## src/rtl/core/hid_pkg.sv

```systemverilog
package hid_pkg;

  localparam int NODE_W   = 64;
  localparam int LEVEL_W  = 6;
  localparam int SLOT_W   = 31;
  localparam int PARENT_W = 58;

  // most decimal digits a well formed ID may have
  localparam int ID_DIGITS = 19;

  // decimal digits needed for any positive 63-bit value
  localparam int BCD_DIGITS = 19;
  localparam int BCD_W      = 4 * BCD_DIGITS;
  localparam int MAG_W      = NODE_W - 1;

  localparam int CNT_W    = $clog2(MAG_W + 1);
  localparam int DCNT_W   = $clog2(BCD_DIGITS + 1);
  localparam int GROUP_W  = LEVEL_W - 1;

  localparam logic [CNT_W-1:0] CONV_LAST = CNT_W'(MAG_W - 1);
  localparam logic [CNT_W-1:0] WALK_LAST = CNT_W'(BCD_DIGITS - 1);

  typedef enum logic [3:0] {
    ST_IDLE = 4'b0001,
    ST_CONV = 4'b0010,
    ST_WALK = 4'b0100,
    ST_LOAD = 4'b1000
  } state_t;

endpackage

```

## src/rtl/core/hid_req_if.sv

```systemverilog
interface hid_req_if;
  logic                                  valid;
  logic                                  ready;
  logic signed [hid_pkg::NODE_W-1:0]     node_id;

  modport source (output valid, output node_id, input ready);
  modport sink   (input valid, input node_id, output ready);
endinterface

```

## src/rtl/core/hid_res_if.sv

```systemverilog
interface hid_res_if;
  logic                                  valid;
  logic                                  ready;
  logic                                  id_valid;
  logic signed [hid_pkg::LEVEL_W-1:0]    tree_level;
  logic signed [hid_pkg::SLOT_W-1:0]     child_slot;
  logic signed [hid_pkg::PARENT_W-1:0]   parent_code;

  modport source (output valid, output id_valid, output tree_level, output child_slot,
                  output parent_code, input ready);
  modport sink   (input valid, input id_valid, input tree_level, input child_slot,
                  input parent_code, output ready);
endinterface

```

## src/rtl/core/hierarchical_id_parse.sv

```systemverilog
// Hierarchical ID decoder. Each word on request gives one word on result: validity, tree
// level, final group value and parent ID of a signed 64-bit ID whose decimal digits form
// groups of a length digit followed by that many digits. A positive ID goes from acceptance
// through bit-serial binary to decimal conversion (one magnitude bit per cycle through a
// shift-and-add-3 digit register), a walk over the decimal digits most significant first,
// and the load of the output register. Zero and negative IDs go straight to the load. One
// ID is decoded at a time; request is ready again as soon as the result is in the output
// register, so the next ID overlaps a result that is still waiting to be taken.
module hierarchical_id_parse (
  input  logic           clk,
  input  logic           rst,
  hid_req_if.sink        request,
  hid_res_if.source      result
);

  hid_pkg::state_t                   state;
  logic [hid_pkg::CNT_W-1:0]         cnt;
  logic [hid_pkg::MAG_W-1:0]         mag;
  logic [hid_pkg::BCD_W-1:0]         bcd;
  logic                              is_root;
  logic                              is_neg;

  logic                              started;
  logic [hid_pkg::DCNT_W-1:0]        ndig;
  logic [3:0]                        rem;
  logic [3:0]                        len;
  logic                              lead0;
  logic [hid_pkg::GROUP_W-1:0]       groups;
  logic [hid_pkg::PARENT_W-1:0]      full;
  logic [hid_pkg::PARENT_W-1:0]      parent;
  logic [hid_pkg::SLOT_W-1:0]        slot;

  logic                              out_vld;
  logic                              out_ok;
  logic [hid_pkg::LEVEL_W-1:0]       out_level;
  logic [hid_pkg::SLOT_W-1:0]        out_slot;
  logic [hid_pkg::PARENT_W-1:0]      out_parent;

  logic [hid_pkg::BCD_W-1:0]         bcd_adj;
  logic [3:0]                        digit;
  logic                              take;
  logic [hid_pkg::PARENT_W-1:0]      full_next;
  logic [hid_pkg::SLOT_W-1:0]        slot_next;
  logic                              walk_ok;
  logic                              out_free;

  // add 3 to every digit of 5 or more before the next shift
  always_comb begin
    for (int i = 0; i < hid_pkg::BCD_DIGITS; i++) begin
      if (bcd[4*i +: 4] >= 4'd5) begin
        bcd_adj[4*i +: 4] = bcd[4*i +: 4] + 4'd3;
      end else begin
        bcd_adj[4*i +: 4] = bcd[4*i +: 4];
      end
    end
  end

  assign digit     = bcd[hid_pkg::BCD_W-1 -: 4];
  assign take      = started || (digit != 4'd0);
  assign full_next = (full << 3) + (full << 1) + hid_pkg::PARENT_W'(digit);
  assign slot_next = (slot << 3) + (slot << 1) + hid_pkg::SLOT_W'(digit);

  assign walk_ok = (rem == 4'd0) && (len != 4'd0) && !((len > 4'd1) && lead0) &&
                   (ndig <= hid_pkg::DCNT_W'(hid_pkg::ID_DIGITS));

  assign out_free = !out_vld || result.ready;

  assign request.ready = (state == hid_pkg::ST_IDLE);

  always_ff @(posedge clk) begin
    if (rst) begin
      state   <= hid_pkg::ST_IDLE;
      cnt     <= '0;
      out_vld <= 1'b0;
    end else begin
      // the load arm refills the output register itself
      if (out_vld && result.ready && (state != hid_pkg::ST_LOAD)) begin
        out_vld <= 1'b0;
      end
      case (state)
        hid_pkg::ST_IDLE: begin
          if (request.valid) begin
            mag     <= request.node_id[hid_pkg::MAG_W-1:0];
            bcd     <= '0;
            is_root <= (request.node_id == '0);
            is_neg  <= request.node_id[hid_pkg::NODE_W-1];
            cnt     <= '0;
            started <= 1'b0;
            ndig    <= '0;
            rem     <= '0;
            len     <= '0;
            lead0   <= 1'b0;
            groups  <= '0;
            full    <= '0;
            parent  <= '0;
            slot    <= '0;
            if ((request.node_id == '0) || request.node_id[hid_pkg::NODE_W-1]) begin
              state <= hid_pkg::ST_LOAD;
            end else begin
              state <= hid_pkg::ST_CONV;
            end
          end
        end
        hid_pkg::ST_CONV: begin
          bcd <= {bcd_adj[hid_pkg::BCD_W-2:0], mag[hid_pkg::MAG_W-1]};
          mag <= {mag[hid_pkg::MAG_W-2:0], 1'b0};
          if (cnt == hid_pkg::CONV_LAST) begin
            cnt   <= '0;
            state <= hid_pkg::ST_WALK;
          end else begin
            cnt <= cnt + 1'b1;
          end
        end
        hid_pkg::ST_WALK: begin
          bcd <= {bcd[hid_pkg::BCD_W-5:0], 4'd0};
          if (take) begin
            started <= 1'b1;
            ndig    <= ndig + 1'b1;
            full    <= full_next;
            if (rem == 4'd0) begin
              // length digit: everything before it is the parent so far
              parent <= full;
              len    <= digit;
              rem    <= digit;
              groups <= groups + 1'b1;
              slot   <= '0;
            end else begin
              if (rem == len) begin
                lead0 <= (digit == 4'd0);
              end
              slot <= slot_next;
              rem  <= rem - 1'b1;
            end
          end
          if (cnt == hid_pkg::WALK_LAST) begin
            state <= hid_pkg::ST_LOAD;
          end else begin
            cnt <= cnt + 1'b1;
          end
        end
        hid_pkg::ST_LOAD: begin
          // hold until the output register is free
          if (out_free) begin
            out_vld <= 1'b1;
            if (is_root) begin
              out_ok     <= 1'b1;
              out_level  <= '0;
              out_slot   <= '0;
              out_parent <= '1;
            end else if (!is_neg && walk_ok) begin
              out_ok     <= 1'b1;
              out_level  <= {1'b0, groups};
              out_slot   <= slot;
              out_parent <= parent;
            end else begin
              out_ok     <= 1'b0;
              out_level  <= '1;
              out_slot   <= '1;
              out_parent <= '1;
            end
            state <= hid_pkg::ST_IDLE;
          end
        end
        default: begin
          state <= hid_pkg::ST_IDLE;
        end
      endcase
    end
  end

  assign result.valid       = out_vld;
  assign result.id_valid    = out_ok;
  assign result.tree_level  = out_level;
  assign result.child_slot  = out_slot;
  assign result.parent_code = out_parent;

endmodule

```

## src/flat_wrapper.sv

```systemverilog
// flat-port wrapper written by rule: the top's interface ports become plain ports
module hierarchical_id_parse_flat 
  (clk, rst, request_valid, request_node_id, request_ready, result_valid, result_id_valid, result_tree_level, result_child_slot, result_parent_code, result_ready);
  hid_req_if request_i ();
  hid_res_if result_i ();
  input  logic clk;
  input  logic rst;
  input wire logic [$bits(request_i.valid)-1:0] request_valid;
  input wire logic [$bits(request_i.node_id)-1:0] request_node_id;
  output wire logic [$bits(request_i.ready)-1:0] request_ready;
  output wire logic [$bits(result_i.valid)-1:0] result_valid;
  output wire logic [$bits(result_i.id_valid)-1:0] result_id_valid;
  output wire logic [$bits(result_i.tree_level)-1:0] result_tree_level;
  output wire logic [$bits(result_i.child_slot)-1:0] result_child_slot;
  output wire logic [$bits(result_i.parent_code)-1:0] result_parent_code;
  input wire logic [$bits(result_i.ready)-1:0] result_ready;
  assign request_i.valid = request_valid;
  assign request_i.node_id = request_node_id;
  assign request_ready = request_i.ready;
  assign result_valid = result_i.valid;
  assign result_id_valid = result_i.id_valid;
  assign result_tree_level = result_i.tree_level;
  assign result_child_slot = result_i.child_slot;
  assign result_parent_code = result_i.parent_code;
  assign result_i.ready = result_ready;
  hierarchical_id_parse u_core (.clk(clk), .rst(rst), .request(request_i), .result(result_i));
endmodule
```

## config.mk

```make
export PLATFORM = sky130hd
export DESIGN_NAME = hierarchical_id_parse_flat
export DESIGN_NICKNAME = d
export VERILOG_FILES = /design/src/rtl/core/hid_pkg.sv /design/src/rtl/core/hid_req_if.sv /design/src/rtl/core/hid_res_if.sv /design/src/rtl/core/hierarchical_id_parse.sv /design/src/flat_wrapper.sv
export SDC_FILE = /design/constraint.sdc
export NUM_CORES = 1
export LEC_CHECK = 0
export ABC_AREA = 1
export ABC_CLOCK_PERIOD_IN_PS = 9000
export BUFFER_PORTS_ARGS = -buffer_cell sky130_fd_sc_hd__buf_2
export CAP_MARGIN = 20
export CELL_PAD_IN_SITES_DETAIL_PLACEMENT = 2
export CELL_PAD_IN_SITES_GLOBAL_PLACEMENT = 2
export CORE_UTILIZATION = 37
export DETAILED_ROUTE_END_ITERATION = 16
export GPL_TIMING_DRIVEN = 1
export PLACE_DENSITY_LB_ADDON = 0.25
export SYNTH_ARGS = -nofsm -noshare
export SYNTH_HDL_FRONTEND = slang
export SYNTH_SLANG_ARGS = --single-unit
```

## constraint.sdc

```tcl
create_clock -name clk -period 9 [get_ports clk]
set_input_delay 1.8 -clock clk [delete_from_list [all_inputs] [get_ports clk]]
set_output_delay 1.8 -clock clk [all_outputs]
set_load 0.1 [all_outputs]
```

* Yosys cells after proc, flatten, opt, wreduce, memory -nomap -nowiden
Cells that the tools add are included.
** Storage, ports and cells
- Register bits after elaboration :: 415
- Output and inout port bits :: 98
** Operators by class
- Multiplexer cells :: 69
- Equality and inequality tests :: 17
- Reduce and logical (&&, ||, !) cells :: 31
- $lt $le $gt $ge :: 21
- Bitwise operators :: 2
- Add/subtract/negate cells :: 27
** Operator list (count)
- 2-to-1 mux 58 bit :: 4
- one-hot mux 58 bit (2 select lines) :: 2
- one-hot mux 76 bit (3 select lines) :: 1
- one-hot mux 63 bit (2 select lines) :: 1
- 2-to-1 mux 31 bit :: 4
- 2-to-1 mux 4 bit :: 28
- greater-or-equal comparator 4 x 3 -> 1 bit (second input constant) :: 19
- 2-to-1 mux 76 bit :: 1
- adder 4 x 2 -> 4 bit (second input constant) :: 18
- logical NOT 64 bit :: 1
- 2-to-1 mux 63 bit :: 1
- one-hot mux 31 bit (2 select lines) :: 1
- adder 58 x 4 -> 58 bit :: 1
- adder 58 bit :: 1
- adder 31 bit :: 1
- adder 31 x 4 -> 31 bit :: 1
- 2-to-1 mux 6 bit :: 4
- 2-to-1 mux 5 bit :: 4
- one-hot mux 5 bit (2 select lines) :: 2
- one-hot mux 6 bit (3 select lines) :: 1
- one-hot mux 4 bit (2 select lines) :: 2
- one-hot mux 4 bit (4 select lines) :: 1
- AND reduction 3 bit :: 5
- != test 2 x 1 -> 1 bit (second input constant) :: 6
- other kinds (30) :: 57

* Longest topological paths before layout
- Depth in word-level cells :: 8
- Gate-level depth with buffers :: 16

* Least setup slack after synthesis
OpenSTA, ideal clock, no wires.
- Path kind :: input port to flip-flop
- Start :: input rst
- End :: register u_core.groups[0] in the netlist's numbering (enable)
- Slack :: 1.677 ns
- Path buffers :: 1
- Data required time :: 8.426 ns
- Stages on the path :: 4
- Arrival time :: 6.749 ns
- Library setup time :: 0.574 ns
- Path through :: clkbuf_1 -> inv_1 -> nand2_1 -> nor3_1
** On the way
- Cells in the longest elaborated chain, start to end :: 2
** Ends and longest elaborated chain
- start, declared :: line flat_wrapper.sv:7 : input logic rst;
- NOT 1 bit (no source line)
- AND reduction 5 bit (no source line)
- end signal, assigned :: line hierarchical_id_parse.sv:125 : groups <= groups + 1'b1;
- end, declared :: line hierarchical_id_parse.sv:28 : logic [hid_pkg::GROUP_W-1:0] groups;
No other way between the ends.
A chain may end at the register's enable or synchronous reset.

* Worst setup path after layout
- Start :: input rst
- End :: register u_core.full[27] in the netlist's numbering (enable)
** On the way
- Cells in the longest elaborated chain, start to end :: 2
** Ends and longest elaborated chain
- NOT 1 bit (no source line)
- AND reduction 4 bit (no source line)
- end signal, assigned :: line hierarchical_id_parse.sv:119 : full <= full_next;
- end, declared :: line hierarchical_id_parse.sv:29 : logic [hid_pkg::PARENT_W-1:0] full;
No other way between the ends.

==> impl_metrics.py <==
metrics = {
    "status": {
        "status": "completed",
    },
    "sta": {
        "hold_slack_ps": 501.5,
        "finalCritPeriodShare_pct": 43.88,
        "slew_headroom_pct": 28.46,
        "tightest_slew_ps": 1069,
        "fmax_mhz": 253.2,
        "setup_violations": 0,
        "fin_crit_ps": 3949,
        "rsz0062_at_grt": "no",
        "clock-skew-final_ps": 32.85,
        "slew_viol_final": 0,
        "hold_viol": 0,
        "finalSetupTns_ps": 0,
    },
    "place": {
        "portBuffers": 165,
        "gp_congestion": 0.8644,
        "dp.cells": 4259,
        "dpl_cell_area_um2": 27810,
        "dp_hpwl_um": 63100,
    },
    "global_route": {
        "grt_max_degree": 99,
        "use_met1_pct": 29.09,
        "grt_pass1_vias": 25159,
        "grt.busiest_layer": "met2",
        "grt_usage_pct": 23.72,
        "use_met3_pct": 2.629,
        "antenna_found_initial": 2,
        "gr-total-overflow": 0,
        "use_met2_pct": 43.46,
        "grt_pass1_wl_um": 134000,
    },
    "final_layout": {
        "multi_input_area_um2": 11220,
        "instances_no_fill": 4353,
        "layout.nets": 3662,
        "final_util_pct": 42.80,
        "final_layout_size_suffix_gt1_share_pct": 8.243,
        "syn_to_final_growth_pct": 13.78,
        "stdcell_area_um2": 29510,
        "fill_cells": 7919,
        "seqCellArea_um2": 12350,
    },
    "drt": {
        "drtPass1Iterations": 5,
        "drc_errors": 0,
        "routed_wl_um": 83710,
        "wl_per_cell_um": 19.23,
        "antenna_left": 0,
        "vias_per_cell": 5.080,
        "dr_total_vias": 22113,
        "initialDrtViolationCount": 947,
    },
    "die": {
        "die_x_um": 266.7,
        "core_area_um2": 68950,
        "die_area_um2": 71150,
        "start_util_pct": 37.61,
        "die_height_um": 266.7,
        "io_pins": 166,
        "num_rows": 96,
    },
    "yosys": {
        "synth_async_sr_flop_share_pct": 0,
        "synth_cell_type_count": 48,
        "synth_ff_type": "edfxtp_1",
        "syn_inst": 3209,
        "synth.cell_area_um2": 25930,
        "syn-num-nets": 3490,
        "yosysWarningCount": 0,
        "synth_seq_cells": 415,
        "synth-edff-count": 404,
        "yosysTopAreaCell": "edfxtp_1",
        "synth_area_leaders": "edfxtp_1 47%, nand2_1 15%, ha_1 10%",
        "avgSynthCellArea_um2": 8.082,
        "yosysSeqAreaShare_pct": 47.63,
        "yosys.area.top_type_share_pct": 46.78,
    },
    "power": {
        "vdd.ir_drop.worst_v": 0.0001307,
        "seq_power_share_pct": 42.8,
        "p_per_area_nw_per_um2": 185.7,
        "p_switching_w": 0.001704,
        "swShare_pct": 31.10,
        "pwr-share-comb_pct": 19.1,
        "p_int_w": 0.003775,
        "cellLeakagePower_nw": 13.53,
        "clock_power_share_pct": 38.1,
    },
    "setup_path": {
        "required_ps": 9210,
        "cp.arrival_ps": 4160,
        "cp-end-kind": "flip-flop",
        "r2r_slack_ps": 5180,
        "crit_fanout": 69,
        "startpoint_type": "input pin",
        "crit_type": "input pin to flip-flop",
    },
    "clock_network": {
        "cts_resized": 0,
        "cts-buffers-inserted": 50,
        "cts_tree": "built",
        "post_cts_buffers": 0,
        "clk_pin_slew_ps": 50,
        "cts_sinks": 415,
        "cts.htree.levels": 2,
        "clock_latency_ps": 620,
        "root_buffer": "clkbuf_16",
        "clock_path_buffers": 3,
        "postCtsHoldBufs": 0,
    },
    "worst_hold_path": {
        "hp-class": "flip-flop to flip-flop",
    },
    "flow_run": {
        "cap_violations": 0,
    },
}
## cell usage in the layout, fill, tap and decap left out, drive strengths merged, types with 27 or more instances in the layout
cell type / netlist / layout
nor2: 365 / 365
ha: 209 / 209
clkinv: 1 / 27
nand2: 1035 / 1035
buf: 21 / 180
inv: 571 / 572
edfxtp: 404 / 404
xor2: 31 / 31
nand3: 103 / 103
a21oi: 156 / 156
o22ai: 36 / 36
o21ai: 106 / 106
clkbuf: 39 / 60
## routing by layer
| layer | wire length, um | up-vias |
|---|---|---|
| li1 | - | 10677 |
| met1 | 36880 | 11030 |
| met2 | 42650 | 274 |
| met3 | 2219 | 132 |
| met4 | 1965 | 0 |
| met5 | 0 | - |
## final cells by class
class / instances / area share [%]
Clock buffer: 60 / 4.643
Clock inverter: 32 / 1.001
Sequential cell: 415 / 41.86
Antenna cell: 1 / 0.008481
Multi-Input combinational cell: 2162 / 38.01
Timing Repair Buffer: 180 / 3.248
Tap cell: 931 / 3.948
Inverter: 572 / 7.281
## cells in the mapped netlist, types with 4 or more instances
cell type and n:
o21ai_0 103, nand3_1 103, a32o_1 18, o32ai_1 18
nor2_1 361, xnor2_1 4, inv_1 566, ha_1 209
and2_1 4, buf_1 5, dfxtp_1 11, nor3_1 24
clkbuf_1 38, xor2_1 31, inv_2 5, or2_2 6
a21oi_1 156, edfxtp_1 404, o22ai_1 36, nand2_1 1034
fa_1 4, nand4_1 13, buf_2 10
## metrics by stage
stage,power (W),setup WS [ps]
after floorplan,0.003064,1677
after global placement,0.003339,4501
after detailed placement,0.003423,4410
after CTS,0.005536,5050
after global routing,0.005728,4890
final,0.005479,5051
## path summary, 6_finish.rpt
check,cells after the start,startpoint,to
hold reg to reg,2,u_core.parent[21]$_SDFFCE_PN0P_,u_core.result.parent_code[21]$_SDFFCE_PP1P_
setup / recovery,5,rst,u_core.full[27]$_SDFFCE_PN0P_
setup reg to reg,8,u_core.state[1]$_SDFFE_PP0P_,u_core.full[27]$_SDFFCE_PN0P_
hold / removal,2,u_core.parent[21]$_SDFFCE_PN0P_,u_core.result.parent_code[21]$_SDFFCE_PP1P_
## sequential cells by signal, indices dropped and copies added (netlist names)
register,flops
u_core.is_neg,1
u_core.parent,58
u_core.result.id_valid,1
u_core.slot,31
u_core.mag,63
u_core.result.parent_code,58
u_core.bcd,76
u_core.groups,5
u_core.is_root,1
u_core.result.tree_level,6
u_core.ndig,5
u_core.rem,4
u_core.started,1
u_core.full,58
u_core.len,4
u_core.lead0,1
u_core.result.child_slot,31
u_core.state,4
u_core.result.valid,1
u_core.cnt,6
## worst max-delay path, stage by stage
cell and delay, ps:
buf_2 170, inv_1 240, nand2_1 190, nor2_4 740, buf_4 900
## kinds of logic (layout without fill, tap and decap cells)
family | Yosys count | in the layout | share of synthesized area [%]
adder cells (fa/ha/maj) | 213 | 213 | 10.39
other | 0 | 1 | 0
XOR/XNOR | 35 | 35 | 1.182
flip-flops | 415 | 415 | 47.63
buffers and inverters | 632 | 844 | 9.331
AO/OA/AOI/OAI | 351 | 351 | 7.734
AND/OR/NAND/NOR | 1563 | 1563 | 23.73
## power by group through the flow
stage	Combinational (W)	Clock, W	Sequential (W)
3_5_place_dp	0.00104	0	0.00239
5_1_grt	0.00117	0.00220	0.00236
3_3_place_gp	0.000964	0	0.00237
2_1_floorplan	0.000659	0	0.00241
4_1_cts	0.00105	0.00213	0.00235
6_report	0.00105	0.00209	0.00235
Power figures use the tool's default switching activity.
